==> src/design/cfs_pkg.sv <==
package cfs_pkg;

   // crc defaults
   localparam logic [7:0] CRC_POLY_RESET = 8'h07;
   localparam logic [7:0] CRC_TOP_BIT    = 8'h80;

   // job queue between front and back
   localparam int QUEUE_DEPTH = 2;
   localparam int QUEUE_PTR_W = $clog2(QUEUE_DEPTH);
   localparam int QUEUE_CNT_W = $clog2(QUEUE_DEPTH + 1);

   // serializer bit counter: data byte then optional check byte
   localparam int BYTE_BITS = 8;
   localparam int BIT_CNT_W = 4;
   localparam logic [BIT_CNT_W-1:0] DATA_END_BIT  = BIT_CNT_W'(BYTE_BITS - 1);
   localparam logic [BIT_CNT_W-1:0] CHECK_END_BIT = BIT_CNT_W'(2 * BYTE_BITS - 1);

   // one job: a data byte, and the check byte when it closes a frame
   typedef struct packed {
      logic [7:0] data_byte;
      logic [7:0] crc_byte;
      logic       has_crc;
   } job_type;

   // msb-first crc-8 update over one byte
   function automatic logic [7:0] crc_absorb(input logic [7:0] crc_reg,
                                             input logic [7:0] data,
                                             input logic [7:0] poly);
      logic [7:0] r;
      r = crc_reg ^ data;
      for (int k = 0; k < 8; k++) begin
         if ((r & CRC_TOP_BIT) != 8'h00) begin
            r = {r[6:0], 1'b0} ^ poly;
         end else begin
            r = {r[6:0], 1'b0};
         end
      end
      return r;
   endfunction

endpackage

==> src/design/cfs_front.sv <==
module cfs_front
   import cfs_pkg::*;
(
   input  logic       clock,
   input  logic       reset,
   input  logic       csr_valid,
   output logic       csr_ready,
   input  logic [7:0] csr_wdata,
   input  logic       req_push,
   input  logic [7:0] req_data_byte,
   input  logic       req_last_data,
   input  logic       q_full,
   output logic       req_full,
   output logic       q_push,
   output job_type    q_job
);

   logic [7:0] poly_ff, poly_in;
   logic [7:0] crc_ff, crc_in;
   logic [7:0] crc_next;
   logic       accept;

   // polynomial register, always writable
   assign csr_ready = 1'b1;
   assign poly_in   = (csr_valid && csr_ready) ? csr_wdata : poly_ff;

   // accept a beat whenever the job queue has room
   assign req_full = q_full;
   assign accept   = req_push && !q_full;
   assign q_push   = accept;

   // running crc, cleared once the frame closes
   assign crc_next = crc_absorb(crc_ff, req_data_byte, poly_ff);
   always_comb begin
      crc_in = crc_ff;
      if (accept) begin
         crc_in = req_last_data ? 8'h00 : crc_next;
      end
   end

   // job for the serializer
   assign q_job.data_byte = req_data_byte;
   assign q_job.crc_byte  = crc_next;
   assign q_job.has_crc   = req_last_data;

   always_ff @(posedge clock) begin
      if (reset) begin
         poly_ff <= CRC_POLY_RESET;
         crc_ff  <= 8'h00;
      end else begin
         poly_ff <= poly_in;
         crc_ff  <= crc_in;
      end
   end

endmodule

==> src/design/cfs_queue.sv <==
module cfs_queue
   import cfs_pkg::*;
(
   input  logic    clock,
   input  logic    reset,
   input  logic    push,
   input  job_type push_job,
   output logic    full,
   input  logic    pop,
   output logic    empty,
   output job_type pop_job
);

   job_type                slot_ff [QUEUE_DEPTH];
   logic [QUEUE_PTR_W-1:0] wr_ptr_ff, wr_ptr_in;
   logic [QUEUE_PTR_W-1:0] rd_ptr_ff, rd_ptr_in;
   logic [QUEUE_CNT_W-1:0] count_ff, count_in;
   logic                   do_push, do_pop;

   assign full    = (count_ff == QUEUE_CNT_W'(QUEUE_DEPTH));
   assign empty   = (count_ff == '0);
   assign do_push = push && !full;
   assign do_pop  = pop && !empty;
   assign pop_job = slot_ff[rd_ptr_ff];

   // pointer wrap
   always_comb begin
      wr_ptr_in = wr_ptr_ff;
      rd_ptr_in = rd_ptr_ff;
      if (do_push) begin
         wr_ptr_in = (wr_ptr_ff == QUEUE_PTR_W'(QUEUE_DEPTH - 1)) ? '0 : wr_ptr_ff + 1'b1;
      end
      if (do_pop) begin
         rd_ptr_in = (rd_ptr_ff == QUEUE_PTR_W'(QUEUE_DEPTH - 1)) ? '0 : rd_ptr_ff + 1'b1;
      end
   end

   // fill level
   always_comb begin
      count_in = count_ff;
      if (do_push && !do_pop) begin
         count_in = count_ff + 1'b1;
      end else if (do_pop && !do_push) begin
         count_in = count_ff - 1'b1;
      end
   end

   always_ff @(posedge clock) begin
      if (reset) begin
         wr_ptr_ff <= '0;
         rd_ptr_ff <= '0;
         count_ff  <= '0;
      end else begin
         wr_ptr_ff <= wr_ptr_in;
         rd_ptr_ff <= rd_ptr_in;
         count_ff  <= count_in;
      end
   end

   // payload slots
   always_ff @(posedge clock) begin
      if (do_push) begin
         slot_ff[wr_ptr_ff] <= push_job;
      end
   end

endmodule

==> src/design/cfs_back.sv <==
module cfs_back
   import cfs_pkg::*;
(
   input  logic    clock,
   input  logic    reset,
   input  logic    q_empty,
   input  job_type q_job,
   output logic    q_pop,
   output logic    rsp_empty,
   input  logic    rsp_pop,
   output logic    rsp_line_bit,
   output logic    rsp_is_check_bit,
   output logic    rsp_frame_done,
   output logic    rsp_last
);

   logic                 active_ff, active_in;
   logic [15:0]          shift_ff, shift_in;
   logic [BIT_CNT_W-1:0] cnt_ff, cnt_in;
   logic                 has_crc_ff, has_crc_in;
   logic                 beat_out, end_of_job, load;

   // current bit and its flags
   assign end_of_job       = (cnt_ff == CHECK_END_BIT) ||
                             ((cnt_ff == DATA_END_BIT) && !has_crc_ff);
   assign rsp_empty        = !active_ff;
   assign rsp_line_bit     = shift_ff[15];
   assign rsp_is_check_bit = cnt_ff[BIT_CNT_W-1];
   assign rsp_frame_done   = (cnt_ff == CHECK_END_BIT);
   assign rsp_last         = end_of_job;

   // take the next job when idle or when the last bit leaves
   assign beat_out = rsp_pop && active_ff;
   assign load     = !active_ff || (beat_out && end_of_job);
   assign q_pop    = load && !q_empty;

   always_comb begin
      active_in  = active_ff;
      shift_in   = shift_ff;
      cnt_in     = cnt_ff;
      has_crc_in = has_crc_ff;
      if (load) begin
         active_in  = !q_empty;
         shift_in   = {q_job.data_byte, q_job.crc_byte};
         cnt_in     = '0;
         has_crc_in = q_job.has_crc;
      end else if (beat_out) begin
         shift_in = {shift_ff[14:0], 1'b0};
         cnt_in   = cnt_ff + 1'b1;
      end
   end

   always_ff @(posedge clock) begin
      if (reset) begin
         active_ff <= 1'b0;
      end else begin
         active_ff <= active_in;
      end
   end

   always_ff @(posedge clock) begin
      shift_ff   <= shift_in;
      cnt_ff     <= cnt_in;
      has_crc_ff <= has_crc_in;
   end

endmodule

==> src/design/crc8_frame_serializer.sv <==
// CRC-8 frame serializer. Push data bytes with last_data marking the end of a
// frame; each byte comes out as 8 bit beats, MSB first, and a byte flagged
// last_data is followed by the 8 bits of the frame's MSB-first CRC-8 (initial value
// zero, no final XOR, polynomial from the csr write port, 0x07 after reset),
// the final one flagged frame_done. The running CRC up to a byte is formed in
// the cycle it is accepted and travels with it through a two-entry job queue
// to a shift-register serializer that sends one bit per cycle while rsp_pop
// is high; that serializer paces the stream, a byte that closes a frame also
// carrying its check byte. req_full rises only when two jobs wait behind the
// one being sent. Write the polynomial only while no frame is in flight.
module crc8_frame_serializer
   import cfs_pkg::*;
(
   input  logic       clock,
   input  logic       reset,
   input  logic       csr_valid,
   output logic       csr_ready,
   input  logic [7:0] csr_wdata,
   input  logic       req_push,
   output logic       req_full,
   input  logic [7:0] req_data_byte,
   input  logic       req_last_data,
   output logic       rsp_empty,
   input  logic       rsp_pop,
   output logic       rsp_line_bit,
   output logic       rsp_is_check_bit,
   output logic       rsp_frame_done,
   output logic       rsp_last
);

   job_type push_job, pop_job;
   logic    q_push, q_full, q_pop, q_empty;

   // classify bytes and run the crc
   cfs_front u_front (
      .clock         (clock),
      .reset         (reset),
      .csr_valid     (csr_valid),
      .csr_ready     (csr_ready),
      .csr_wdata     (csr_wdata),
      .req_push      (req_push),
      .req_data_byte (req_data_byte),
      .req_last_data (req_last_data),
      .q_full        (q_full),
      .req_full      (req_full),
      .q_push        (q_push),
      .q_job         (push_job)
   );

   // job queue
   cfs_queue u_queue (
      .clock    (clock),
      .reset    (reset),
      .push     (q_push),
      .push_job (push_job),
      .full     (q_full),
      .pop      (q_pop),
      .empty    (q_empty),
      .pop_job  (pop_job)
   );

   // bit serializer
   cfs_back u_back (
      .clock            (clock),
      .reset            (reset),
      .q_empty          (q_empty),
      .q_job            (pop_job),
      .q_pop            (q_pop),
      .rsp_empty        (rsp_empty),
      .rsp_pop          (rsp_pop),
      .rsp_line_bit     (rsp_line_bit),
      .rsp_is_check_bit (rsp_is_check_bit),
      .rsp_frame_done   (rsp_frame_done),
      .rsp_last         (rsp_last)
   );

endmodule

==> config.mk <==
export PLATFORM = sky130hd
export DESIGN_NAME = crc8_frame_serializer
export DESIGN_NICKNAME = d
export VERILOG_FILES = /design/src/design/cfs_pkg.sv /design/src/design/cfs_front.sv /design/src/design/cfs_queue.sv /design/src/design/cfs_back.sv /design/src/design/crc8_frame_serializer.sv
export SDC_FILE = /design/constraint.sdc
export NUM_CORES = 1
export LEC_CHECK = 0
export ABC_AREA = 1
export BUFFER_PORTS_ARGS = -buffer_cell sky130_fd_sc_hd__clkbuf_2
export CAP_MARGIN = 20
export CORE_ASPECT_RATIO = 1.25
export CORE_MARGIN = 3
export CORE_UTILIZATION = 30
export DETAILED_ROUTE_END_ITERATION = 12
export GPL_ROUTABILITY_DRIVEN = 0
export GPL_TIMING_DRIVEN = 0
export HOLD_SLACK_MARGIN = 0.05
export PLACE_DENSITY_LB_ADDON = 0.05
export SLEW_MARGIN = 20
export SYNTH_ARGS = -nofsm -noshare
export SYNTH_HDL_FRONTEND = slang
export SYNTH_SLANG_ARGS = --single-unit
==> constraint.sdc <==
create_clock -name clock -period 4.1 [get_ports clock]
set_clock_uncertainty 0.2 [all_clocks]
set_input_delay 0.41 -clock clock [delete_from_list [all_inputs] [get_ports clock]]
set_output_delay 0.41 -clock clock [all_outputs]
set_load 0.02 [all_outputs]
==> summary.txt, run 1 <==
Global routing
  – Total track usage: 0.1362
  – Largest net degree at the start of global routing: 17
  – Total gr overflow: 0
  – First-pass GRT wire length: 16840 µm
  – Initial antenna violation count: 0
  – Vias in the first global route: 3217

Logic synthesis
  – Main synth FF type: edfxtp_1
  – Distinct cells, synth: 36
  – Post-synth EDFFs: 51
  – Seq/Total Area, Yosys: 0.4733
  – Syn Area/Cell: 8.119 µm²
  – Async SR Flop Fraction: 0
  – YS warnings: 0
  – Synth area leader: edfxtp_1
  – Top cells by area, synth: edfxtp_1 (35%), nand2_1 (14%), dfxtp_1 (12%)
  – Yosys top cell area share: 0.3532
  – Net Count, Synth: 558
  – Synthesis-stage register bit count: 77
  – Gate count after technology mapping: 534
  – Synth Cell Area: 0.004335 mm²

Power
  – Total power: 3.484 mW
  – Leakage power: 2.146 nW
  – PD cells: 700.6 mW/mm²
  – Worst vdd ir: 0.0002243 V

Final layout
  – Layout cells sized above 1: 0.1505
  – Fill count: 1471
  – # diodes: 0
  – Nets: 597
  – Area Growth Syn to Fin: 14.69%
  – Commonest cells after routing, fill and taps aside: nand2_1 (165), edfxtp_1 (51), inv_1 (49)
  – Final cell count without fillers: 753
  – Layout Utilization: 0.3553
  – Commonest non-fill, non-tap cell in the layout: nand2_1

Critical path
  – Crit. End Element: flop
  – Most used cell, CP: nand2_1
  – Worst EP arrival: 3440 ps
  – Critical Path Slowest Stage Cell: clkbuf_1
  – Reg-to-reg startpoint: u_front.poly_ff[4]
  – Crit path launch type: flop
  – Worst setup path start: u_front.poly_ff[4]
  – Cells along the critical path: clkbuf_1 -> nand3_1 -> nand2_1 -> xor2_2 -> nor2_1 -> nor2_2 -> nand3_1 -> nand2_2 -> buf_6 -> nand3_2 -> nand2_2 -> buf_6 -> nand3_4 -> nand2_4 -> buf_6 -> inv_2 -> nand2_2 -> nand2_1 -> nand2_1 -> nand2_1 -> a21boi_0
  – Worst endpoint required time: 4000 ps
  – Crit Path Class: flop to flop
  – Delay-heaviest family, CP: simple AND/OR/NAND/NOR gates
  – Delay of the slowest critical-path stage: 490 ps
  – Worst Path Max Fanout: 10
  – Critical path buffers and inverters: 5

Die
  – Chip width: 113.5 µm
  – Die H: 140.4 µm
  – # IOs: 29
  – Starting Density: 0.3098
  – Die Area: 0.01594 mm²
  – # rows: 48
  – Core area: 0.01399 mm²

STA
  – Worst Slack Setup Final: 552.2 ps
  – Final setup fails: 0
  – Worst-Margin Slew: 622.0 ps
  – RSZ-0062 raised after global routing: false
  – Final hold vios: 0
  – Setup TNS: 0 ps
  – Highest clock rate: 0.2819 GHz
  – Final Critical Period: 3548 ps
  – Tcrit/Tclk final: 0.8653
  – Slew Limit Headroom: 0.5853
  – Final Max Slew Viols: 0

Routing
  – Post-Route WL: 10600 µm
  – Vias per Instance: 4.473
  – Detail Route Antenna Nets: 0
  – Drt drc: 0
  – DR vias: 3368
  – Drt pass-1 iters: 4
  – DR WL/cell: 14.07 µm
  – DRT iter0 DRCs: 149

Placed design
  – Dpl cells: 737
  – Pre-CTS WS: 473.0 ps
  – Hpwl dp: 8048 µm
  – IO buf count: 26

Clocking
  – Root buf cell: clkbuf_16
  – Worst-Skew Late Latency: 330 ps
  – Clock Sinks: 77
  – Clock buffer depth: 2
  – # resized after CTS: 0
  – CTS Buf Count: 9
  – TritonCTS clock tree: done
  – CTS H-tree lvls: 3
  – Clk pin slew, worst setup/hold paths: 60 ps
  – Cts hold-fix bufs: 0
  – # Post-CTS Setup Buffers: 0

Outcome
  – Run status: finished clean

Hold path
  – Hold Path Class: input pin to flop
  – Min-delay src: csr_wdata[2]

Job
  – Max-cap violations: 0
-- routing by layer --
metal / GRT usage / vias up / part of all wire / wire [µm]
met2: 0.2482 / 42 / 0.52 / 5475
li1: - / 1794 / - / -
met1: 0.1596 / 1521 / 0.44 / 4695
met4: 0.04620 / 0 / 0.020 / 210
met3: 0.02290 / 11 / 0.020 / 217
met5: 0 / - / 0 / 0
-- cell type report --
cell class              instances  area (µm²)  share of cell area
flip-flops and latches         77        2052              0.4127
multi-input cells             378        1933              0.3888
clock buffers                  11       232.7             0.04680
well taps                     175       219.0             0.04404
inverters                      56       212.7             0.04278
repair buffers                 28       152.6             0.03070
plain buffers                  23       142.6             0.02869
clock inverters                 5       27.53            0.005536
-- through the flow --
stage / area [µm²] / hold slack, ps
6_report: 4972 / 97.87
5_1_grt: 4972 / 92.76
4_1_cts: 4972 / 84.89
3_5_place_dp: 4712 / 243.8
3_3_place_gp: 4684 / 240.0
2_1_floorplan: 4335 / 225.5
-- flip-flops by register name, indices dropped and copies added, names as in the netlist, named ones only --
name / cells
u_back.cnt_ff: 4
u_queue.count_ff: 2
u_front.poly_ff: 8
u_back.active_ff: 1
u_back.shift_ff: 16
u_queue.slot_ff: 34
u_queue.wr_ptr_ff: 1
u_queue.rd_ptr_ff: 1
u_back.has_crc_ff: 1
u_front.crc_ff: 8
-- logic make-up (layout without fill, tap and decap cells) --
kind of cell / Yosys count / count (layout) / share of synthesized area
flip-flops: 77 / 77 / 0.4733
XOR/XNOR: 33 / 33 / 0.06840
other: 1 / 1 / 0.0008650
adder cells (fa/ha/maj): 2 / 2 / 0.005771
AND/OR/NAND/NOR: 281 / 281 / 0.2912
AO/OA/AOI/OAI: 61 / 61 / 0.07850
buffers and inverters: 79 / 123 / 0.08196
-- Yosys cell counts, drive strengths merged, types with 2 or more instances --
library cell  instances
clkinv                3
and2                  4
dfxtp                26
xor2                 19
ha                    2
buf                   9
nand3                52
xnor2                14
inv                  53
or2                   2
nand2               182
clkbuf               14
a21oi                25
nor2                 40
o21ai                19
a31oi                15
edfxtp               51
-- worst min-delay path: stages --
cell and delay, ps:
clkbuf_2 70, a21oi_1 50, o21ai_0 60
-- path summary, 6_finish.rpt --
path | end | slack (ps) | depth (start not counted)
max | u_queue.slot_ff[1][3] | 550 | 21
min | u_front.poly_ff[2] | 100 | 3
max reg2reg | u_queue.slot_ff[1][3] | 550 | 21
min reg2reg | u_queue.rd_ptr_ff | 250 | 1
-- where the power goes --
group | switching [mW] | internal [mW] | total, mW
registers | 0.0779 | 1.15 | 1.23
logic | 1.01 | 0.544 | 1.55
clock network | 0.296 | 0.406 | 0.701
total | 1.38 | 2.10 | 3.48
No activity file was read; power rests on OpenSTA's default activity.
==> run 2, diff against run 1 <==
--- a/config.mk
+++ b/config.mk
@@ -10,7 +10,7 @@
 export CAP_MARGIN = 20
 export CORE_ASPECT_RATIO = 1.25
 export CORE_MARGIN = 3
-export CORE_UTILIZATION = 30
+export CORE_UTILIZATION = 50
 export DETAILED_ROUTE_END_ITERATION = 12
 export GPL_ROUTABILITY_DRIVEN = 0
 export GPL_TIMING_DRIVEN = 0
==> run 2 against run 1 <==
Against the previous run: cell count fell by 10%; register-to-register slack improved by 120 ps; clock power down 5.3%; first-iteration DRC count decreased by 2.7%; global-route usage is 6.5 points higher; combinational power is 3% lower; critical path depth fell by 1; worst hold slack lost 7.5 ps; count of clock-buffer cells in the layout is the same; critical endpoint is now u_queue.slot_ff[0][4].
==> summary.txt, run 2 (synthesized netlist as in run 1, its figures left out) <==
Placed design
  – Placed cell area: 0.004614 mm²
  – Dpl cells: 659
  – Hpwl dp: 7076 µm
  – Pre-CTS WS: 545.0 ps
  – IO buf count: 26

Die
  – Chip width: 89.29 µm
  – # rows: 37
  – Core area: 0.008333 mm²
  – Die H: 110.1 µm
  – Die Area: 0.009831 mm²
  – Starting Density: 0.5203
  – # IOs: 29

Final layout
  – Fin area: 0.004845 mm²
  – # diodes: 0
  – Regs by FF count: u_queue.slot_ff x34, u_back.shift_ff x16
  – Max reg flops: 34
  – Commonest non-fill, non-tap cell in the layout: nand2_1
  – Area Growth Syn to Fin: 11.75%
  – Layout cells sized above 1: 0.1505
  – Commonest cells after routing, fill and taps aside: nand2_1 (165), edfxtp_1 (51), inv_1 (49)
  – Reg with most FFs: u_queue.slot_ff
  – Nets: 597
  – Final cell count without fillers: 675

Routing
  – Drt drc: 0
  – Drt pass-1 iters: 4
  – Vias per Instance: 5.055
  – DRT iter0 DRCs: 145
  – Detail Route Antenna Nets: 0
  – DR vias: 3412
  – Post-Route WL: 9286 µm
  – DR WL/cell: 13.76 µm

STA
  – Setup TNS: 0 ps
  – Final setup fails: 0
  – Highest clock rate: 0.2917 GHz
  – Worst-Margin Slew: 661.4 ps
  – Tcrit/Tclk final: 0.8362
  – Final Max Slew Viols: 0
  – Final hold vios: 0
  – RSZ-0062 raised after global routing: false
  – Worst Slack Setup Final: 671.5 ps
  – Slew Limit Headroom: 0.5574
  – Final Critical Period: 3428 ps

Power
  – PD cells: 703.8 mW/mm²
  – Worst vdd ir: 0.0003227 V
  – Leakage power: 2.131 nW
  – Total power: 3.410 mW

Clocking
  – Clock Sinks: 77
  – CTS Buf Count: 9
  – Clk pin slew, worst setup/hold paths: 80 ps
  – TritonCTS clock tree: done
  – Root buf cell: clkbuf_8
  – Worst-Skew Late Latency: 340 ps
  – # Post-CTS Setup Buffers: 0
  – # resized after CTS: 0
  – Clock buffer depth: 2
  – Cts hold-fix bufs: 0
  – CTS H-tree lvls: 3

Hold path
  – Hold Path Class: input pin to flop

Critical path
  – R2R setup slack: 670 ps
  – Cells along the critical path: clkbuf_1 -> nand3_1 -> nand2_1 -> xor2_2 -> nor2_1 -> nor2_2 -> nand3_1 -> nand2_2 -> buf_6 -> nand3_2 -> nand2_2 -> buf_6 -> nand3_4 -> nand2_4 -> nand2_1 -> nand2_2 -> nand2_4 -> inv_4 -> nand3_1 -> and2_1
  – Worst endpoint required time: 3990 ps
  – Critical Path Slowest Stage Cell: clkbuf_1
  – Delay-heaviest family, CP: simple AND/OR/NAND/NOR gates
  – Worst EP arrival: 3310 ps
  – Crit path launch type: flop
  – Crit. End Element: flop
  – Crit Path Class: flop to flop
  – Delay of the slowest critical-path stage: 430 ps
  – Critical path buffers and inverters: 4
  – Worst Path Max Fanout: 10

Global routing
  – Total track usage: 0.2007
  – Total gr overflow: 0
  – First-pass GRT wire length: 14890 µm
  – Initial antenna violation count: 0
  – Vias in the first global route: 3089
  – Largest net degree at the start of global routing: 17

Outcome
  – Run status: finished clean

Job
  – Max-cap violations: 0
-- run 2: per-stage QoR --
step           utilization  hold WS, ps
2_1_floorplan            -        225.5
3_3_place_gp        0.5505        239.6
3_5_place_dp        0.5538        243.2
4_1_cts             0.5814        82.17
5_1_grt             0.5814        88.31
6_report            0.5814        90.38
-- run 2: per-layer routing --
layer | global-route usage | part of all wire | vias to the layer above
met5 | 0 | 0 | -
met4 | 0.07447 | 0.018 | 0
met3 | 0.02677 | 0.019 | 11
met2 | 0.3620 | 0.52 | 45
met1 | 0.2398 | 0.44 | 1552
li1 | - | - | 1804
-- run 2: area by class of cell --
cell class	count	area [µm²]
Fill cell	748	3488
Sequential cell	77	2052
Multi-Input combinational cell	378	1933
Inverter	56	212.7
Timing Repair Buffer	28	152.6
Buffer	23	142.6
Clock buffer	11	131.4
Tap cell	97	121.4
Clock inverter	5	98.84
-- run 2: worst register-to-register path: stages (launching register included) --
cell and delay (ps):
dfxtp_1 330, clkbuf_1 430, nand3_1 140, nand2_1 190, xor2_2 220, nor2_1 70, nor2_2 100, nand3_1 90
nand2_2 100, buf_6 150, nand3_2 90, nand2_2 80, buf_6 140, nand3_4 80, nand2_4 90, nand2_1 70
nand2_2 140, nand2_4 100, inv_4 80, nand3_1 80, and2_1 190
-- run 2: path summary, 6_finish.rpt --
| kind | from | end | depth (start not counted) |
|---|---|---|---|
| hold reg to reg | u_queue.rd_ptr_ff | u_queue.rd_ptr_ff | 1 |
| hold / removal | csr_wdata[0] | u_front.poly_ff[0] | 3 |
| setup reg to reg | u_front.poly_ff[4] | u_queue.slot_ff[0][4] | 20 |
| setup / recovery | u_front.poly_ff[4] | u_queue.slot_ff[0][4] | 20 |
-- run 2: report_power, final --
part | internal, mW | switching (mW)
clock | 0.402 | 0.261
combinational | 0.545 | 0.968
sequential | 1.15 | 0.0806
total | 2.10 | 1.31
